<file path="config.mk">
export PLATFORM = sky130hd
export DESIGN_NAME = smcs_ctrl
export DESIGN_NICKNAME = d
export VERILOG_FILES = /design/src/smcs_pkg.sv /design/src/smcs_ctrl.sv
export SDC_FILE = /design/constraint.sdc
export NUM_CORES = 1
export LEC_CHECK = 0
export BUFFER_PORTS_ARGS = -buffer_cell sky130_fd_sc_hd__buf_2
export CAP_MARGIN = 30
export CORE_UTILIZATION = 45
export CTS_CLUSTER_SIZE = 8
export DETAILED_ROUTE_END_ITERATION = 6
export PLACE_DENSITY = 0.69
export RECOVER_POWER = 50
export SLEW_MARGIN = 0
export SYNTH_ARGS = -nofsm -noshare
export SYNTH_HDL_FRONTEND = slang
export SYNTH_SLANG_ARGS = --single-unit
</file>
<file path="constraint.sdc">
create_clock -name clk -period 2.56 [get_ports clk]
set_clock_uncertainty 0.2 [all_clocks]
set_input_delay 0.512 -clock clk [delete_from_list [all_inputs] [get_ports clk]]
set_output_delay 0.512 -clock clk [all_outputs]
set_load 0.01 [all_outputs]
</file>
<file path="src/smcs_pkg.sv">
// Package for the sample mode and confidence statistics core.
// Holds widths, constants, controller states, operation codes and the
// command and status structs shared by the controller and the datapath.
package smcs_pkg;

  localparam int VALUE_BITS = 10;
  localparam int COUNT_BITS = 16;
  localparam int HIST_DEPTH = 1 << VALUE_BITS;
  localparam int SUM_W      = 27;
  localparam int MAG_W      = 26;
  localparam int SQ_W       = 35;
  localparam int Q_W        = 18;
  localparam int CFG_IDX_W  = 2;
  localparam int CFG_W      = 18;

  localparam int MUL_A_W = 36;
  localparam int MUL_B_W = 26;
  localparam int MUL_P_W = 62;
  localparam int DIV_N_W = 66;
  localparam int DIV_D_W = 32;
  localparam int ROOT_W  = 38;
  localparam int ITER_W  = 7;

  localparam logic [ITER_W-1:0] MUL_STEPS  = 7'd26;
  localparam logic [ITER_W-1:0] DIV_STEPS  = 7'd66;
  localparam logic [ITER_W-1:0] ROOT_STEPS = 7'd19;
  localparam logic [ROOT_W-1:0] ROOT_BIT0  = 38'd1 << 36;

  localparam logic [MUL_B_W-1:0] SCALE_NUM = 26'd38416;
  localparam logic [MUL_B_W-1:0] SCALE_DEN = 26'd10000;
  localparam logic [Q_W-1:0]     Q18MAX    = 18'h3FFFF;

  localparam logic [15:0] MIN_RESET = 16'd10;
  localparam logic [15:0] MAX_RESET = 16'd100;
  localparam logic [17:0] THR_RESET = 18'd256;

  localparam int S_TDATA_W = 16;
  localparam int M_TDATA_W = 104;

  typedef enum logic [CFG_IDX_W-1:0] {
    CFG_MIN_VALUES,
    CFG_MAX_VALUES,
    CFG_CI_THRESHOLD
  } cfg_idx_t;

  typedef enum logic [3:0] {
    OP_NSQ, OP_SQ, OP_NN1, OP_VAR, OP_SD, OP_SD2,
    OP_SCALE, OP_DEN, OP_W, OP_CI, OP_MEAN
  } op_t;

  typedef enum logic [2:0] {
    ST_CLEAR, ST_IDLE, ST_UPD, ST_CHK, ST_CALC, ST_NEXT, ST_OUT
  } state_t;

  typedef struct packed {
    logic clr;
    logic upd;
    logic chk;
    logic start;
    op_t  op;
    logic load;
  } cmd_t;

  typedef struct packed {
    logic clr_last;
    logic enough;
    logic done;
    logic out_busy;
  } stat_t;

  function automatic op_t next_op(input op_t op);
    op_t r;
    case (op)
      OP_NSQ:   r = OP_SQ;
      OP_SQ:    r = OP_NN1;
      OP_NN1:   r = OP_VAR;
      OP_VAR:   r = OP_SD;
      OP_SD:    r = OP_SD2;
      OP_SD2:   r = OP_SCALE;
      OP_SCALE: r = OP_DEN;
      OP_DEN:   r = OP_W;
      OP_W:     r = OP_CI;
      OP_CI:    r = OP_MEAN;
      default:  r = OP_MEAN;
    endcase
    return r;
  endfunction

endpackage

</file>
<file path="src/smcs_ctrl.sv">
// Controller state machine: clearing pass, sample intake, sequencing of the
// arithmetic operations and hand-off to the output register. Uses smcs_pkg.
module smcs_ctrl (
  input  logic           clk,
  input  logic           rst,
  input  logic           s_tvalid,
  output logic           s_tready,
  input  smcs_pkg::stat_t stat,
  output smcs_pkg::cmd_t  cmd
);

  smcs_pkg::state_t state, state_next;
  smcs_pkg::op_t    op, op_next;

  always_ff @(posedge clk) begin
    if (rst) begin
      state <= smcs_pkg::ST_CLEAR;
      op    <= smcs_pkg::OP_NSQ;
    end else begin
      state <= state_next;
      op    <= op_next;
    end
  end

  always_comb begin
    state_next = state;
    op_next    = op;
    s_tready   = 1'b0;
    cmd        = '0;
    cmd.op     = op;
    case (state)
      smcs_pkg::ST_CLEAR: begin
        cmd.clr = 1'b1;
        if (stat.clr_last) state_next = smcs_pkg::ST_IDLE;
      end
      smcs_pkg::ST_IDLE: begin
        s_tready = 1'b1;
        if (s_tvalid) state_next = smcs_pkg::ST_UPD;
      end
      smcs_pkg::ST_UPD: begin
        cmd.upd    = 1'b1;
        state_next = smcs_pkg::ST_CHK;
      end
      smcs_pkg::ST_CHK: begin
        cmd.chk = 1'b1;
        if (stat.enough) begin
          op_next    = smcs_pkg::OP_NSQ;
          state_next = smcs_pkg::ST_NEXT;
        end else begin
          state_next = smcs_pkg::ST_OUT;
        end
      end
      smcs_pkg::ST_NEXT: begin
        cmd.start  = 1'b1;
        state_next = smcs_pkg::ST_CALC;
      end
      smcs_pkg::ST_CALC: begin
        if (stat.done) begin
          if (op == smcs_pkg::OP_MEAN) begin
            state_next = smcs_pkg::ST_OUT;
          end else begin
            op_next    = smcs_pkg::next_op(op);
            state_next = smcs_pkg::ST_NEXT;
          end
        end
      end
      smcs_pkg::ST_OUT: begin
        if (!stat.out_busy) begin
          cmd.load   = 1'b1;
          state_next = smcs_pkg::ST_IDLE;
        end
      end
      default: state_next = smcs_pkg::ST_CLEAR;
    endcase
  end

endmodule

</file>
Yosys cells after proc, flatten, opt, wreduce, memory -nomap -nowiden
Memories as Yosys holds them, arrays and structs flattened. A register that Yosys moved wholly into a read port is not among the register bits.
Index checks and enable logic that the tools add are counted.
Widths: inputs -> output; s select.

storage, ports and cells
  word-level logic and storage cells = 40
  bits of input ports = 7
  memories kept = 1
  register bits = 7
  output and inout port bits = 10
  memory bits (read-only) = 64

cells by class
  reductions and logical operators = 4
  equal/unequal tests = 13
  multiplexer cells = 20

memories
  name             depth  width  read ports  clocked after memory_dff  wr ports  line            RTL
  (no name shown)  16     4      1           1                         0         smcs_pkg.sv:73  case (op)

operator list
  kind                count
  $pmux 3 s7          1
  $mux 4              5
  $mux 3              4
  $ne 2x2->1 const B  6
  $eq 3x3->1 const B  3
  $pmux 4 s2          1
  $reduce_and 4->1    2
  $mux 1              7
  $eq 3x2->1 const B  2
  $eq 4x4->1 const B  1
  $mux 2              2
  $eq 3x1->1 const B  1
  $logic_not 3->1     1
  $reduce_bool 2->1   1

Depth between registers and ports, before layout
  depth after elaboration = 6
  depth in mapped cells = 8
  gate-level depth less buffers = 7

Worst setup path before layout
OpenSTA, ideal clock, no wires.

  path kind = in2reg
  start point = input port stat[1] (netlist bit)
  end point = register (tool-made name)
  data arrival time = 1822 ps
  slack = 417 ps
  data required time = 2239 ps
  setup time = 121 ps
  stages on the path = 6
  buffers on the path = 0
  cell sequence = and4bb_4 > a21boi_2 > mux2i_1 > inv_1 > ha_1 > mux2_4

RTL lines
  item             line            RTL
  start, declared  smcs_ctrl.sv:8  input smcs_pkg::stat_t stat,

==> results.py <==
metrics = {
    "layout": {
        "final_util_pct": 58.9,
        "area_growth_syn_to_layout_pct": 15.0,
        "drive_gt1_share_pct": 21.2,
        "nFillCells": 131,
        "nNetsFinal": 110,
        "n_antenna_cell": 0,
    },
    "cts": {
        "cts.path.max_buffers": 2,
        "numClockSinks": 11,
        "clk_pin_slew_ns": 0.07,
        "post_cts_buffers": 0,
        "cts_tree": "yes",
        "cts_resized": 0,
        "numCtsBuffers": 3,
        "insertion_delay_ns": 0.26,
        "hold_buffers": 0,
        "cts-root-buf": "clkbuf_4",
        "htreeDepth": 1,
    },
    "floorplan": {
        "dieHeight_um": 41.4,
        "boundaryPins": 17,
        "dieArea_um2": 1720,
        "core_um2": 1370,
        "start_util_pct": 51.2,
        "die_w_um": 41.4,
        "rows": 13,
    },
    "timing": {
        "tightest_slew_ns": 0.536,
        "fin_setup_tns_ns": 0,
        "hold_viol": 0,
        "setup_viol": 0,
        "finalMaxSlewViolations": 0,
        "timing.fmax_ghz": 0.426,
        "layout_worst_path_cycle_share_pct": 91.8,
        "max_slew_margin_pct": 64.3,
        "finalCriticalPeriod_ns": 2.35,
        "rsz0062_at_grt": "no",
    },
    "power_and_ir_drop": {
        "power_density_nw_per_um2": 454,
        "peakVddDrop_v": 0.000264,
        "p_leak_nw": 0.363,
    },
    "drt": {
        "num_vias": 659,
        "drt-initial-drc-count": 15,
        "drt-wirelength-per-cell_um": 13.8,
        "vias_per_cell": 5.78,
        "drc_errors": 0,
        "totalWireLength_um": 1570,
        "first_pass_iters": 4,
        "final_antenna_net_count": 0,
    },
    "critical_path": {
        "crit_fanout": 14,
        "r2r_slack_ns": 0.21,
        "r2r-start": "state[1]",
        "cp-end-kind": "flop",
        "critPathKind": "flop to flop",
        "worst_ep_required_time_ns": 2.52,
        "crit_arrival_ns": 2.31,
        "start_kind": "flop",
        "r2r_cells": 7,
        "worstSetupStartpoint": "state[1]",
    },
    "logic_synthesis": {
        "syn-instance-count": 80,
        "synth-seq-cells": 11,
        "synthesis.area_um2": 699,
        "syn_area_per_cell_um2": 8.74,
        "seq_area_frac_synth_pct": 31.5,
        "syn-num-nets": 90,
        "yosysUniqueCellTypes": 34,
        "synthArstFlopShare_pct": 0,
        "synth_edf_count": 0,
        "yosysWarnings": 0,
        "ys.flop_type": "dfxtp_1",
    },
    "hold_path": {
        "hold_depth": 2,
        "hp-class": "flop to flop",
        "min_to": "op[0]",
    },
    "status": {
        "status": "finished clean",
    },
    "global_routing": {
        "grt-ovfl-total": 0,
        "grt_pass1_vias": 615,
        "grt_util_all_layers_pct": 19.7,
        "grt_max_degree": 15,
        "grt_pass1_wl_um": 2680,
        "antenna_found_initial": 0,
    },
    "place": {
        "dp_hpwl_um": 1200,
        "portBuffers": 16,
        "gp_congestion": 0.825,
    },
    "flow_run": {
        "maxCapViolations": 0,
    },
}
per-stage QoR:
step | instances | instance area (µm²) | power, mW | hold WS, ns | setup slack, ns
floorplan | 80 | 699 | 0.231 | 0.278 | 0.417
global placement | 110 | 802 | 0.253 | 0.307 | 0.334
detailed placement | 110 | 802 | 0.253 | 0.309 | 0.287
CTS | 114 | 828 | 0.367 | 0.318 | 0.278
global route | 114 | 805 | 0.382 | 0.326 | 0.0657
finish | 114 | 805 | 0.365 | 0.323 | 0.210
synth_stat cells, types with 2 or more instances:
library cell / number / area (µm²)
a21oi_1: 7 / 35.0
a21o_1: 2 / 15.0
o21ai_0: 2 / 10.0
dfxtp_1: 11 / 220
and3_1: 2 / 12.5
mux2i_1: 4 / 40.0
nand3_1: 2 / 10.0
ha_1: 3 / 37.5
nand2_1: 3 / 11.3
nor2_1: 7 / 26.3
nand4bb_1: 2 / 22.5
inv_1: 4 / 15.0
a31oi_1: 2 / 12.5
nor3_1: 2 / 10.0
nand2b_1: 2 / 12.5
nand4_1: 3 / 18.8
buf_2: 3 / 15.0
nor2b_1: 3 / 18.8
cell usage in the layout, fill, tap and decap left out, types with 2 or more instances in the layout:
cell,instances
inv_1,4
nand2b_1,2
nand2_1,3
nor2b_1,3
dfxtp_1,11
nand4bb_1,2
a21o_1,2
nand4_1,3
a31oi_1,2
nor2_1,7
clkbuf_4,3
nand3_1,2
ha_1,3
mux2i_1,4
buf_2,12
buf_4,2
and3_1,2
nor3_1,2
clkbuf_1,6
and4bb_1,2
o21ai_0,2
a21oi_1,8
layer usage:
metal | global-route usage (%) | up-vias | share of wire [%]
met3 | 5.22 | 6 | 4.9
li1 | - | 330 | -
met4 | 5.81 | 0 | 2.0
met2 | 33.8 | 20 | 45
met1 | 24.0 | 303 | 48
met5 | 0 | - | 0
area by class of cell:
type | count | area (µm²) | share of cell area (%)
clock buffers | 4 | 26.3 | 3.27
inverters | 4 | 15.0 | 1.87
multi-input cells | 61 | 430 | 53.5
repair buffers | 19 | 93.8 | 11.7
flip-flops and latches | 11 | 220 | 27.4
well taps | 15 | 18.8 | 2.33
critical path, cell delays in order (launching register included):
cell and delay [ns]:
dfxtp_1 0.59, and4bb_1 0.33, and3_1 0.20, a31oi_1 0.25, or2_1 0.16, ha_1 0.13, nand3_1 0.10, mux2_4 0.27
worst max path at each step:
stage / to / slack [ns] / depth (start not counted)
2_1_floorplan: flop / 0.42 / 6
3_3_place_gp: flop / 0.33 / 7
3_5_place_dp: flop / 0.29 / 6
4_1_cts: flop / 0.28 / 7
5_1_grt: flop / 0.07 / 7
6_report: flop / 0.21 / 7
kinds of logic after synthesis:
logic type | share of synthesized area (%)
buffers and inverters | 4.83
and+or+nand+nor | 31.0
AOI/OAI and AO/OA | 19.5
DFF | 31.5
adders and majority gates | 5.37
muxes | 7.87
power breakdown:
group          switching (mW)  internal [mW]  total (mW)
sequential             0.0107          0.175       0.186
clock                  0.0565         0.0603       0.117
combinational          0.0325         0.0302      0.0627
total                  0.0997          0.266       0.365
(Power assumes the default switching activity.)
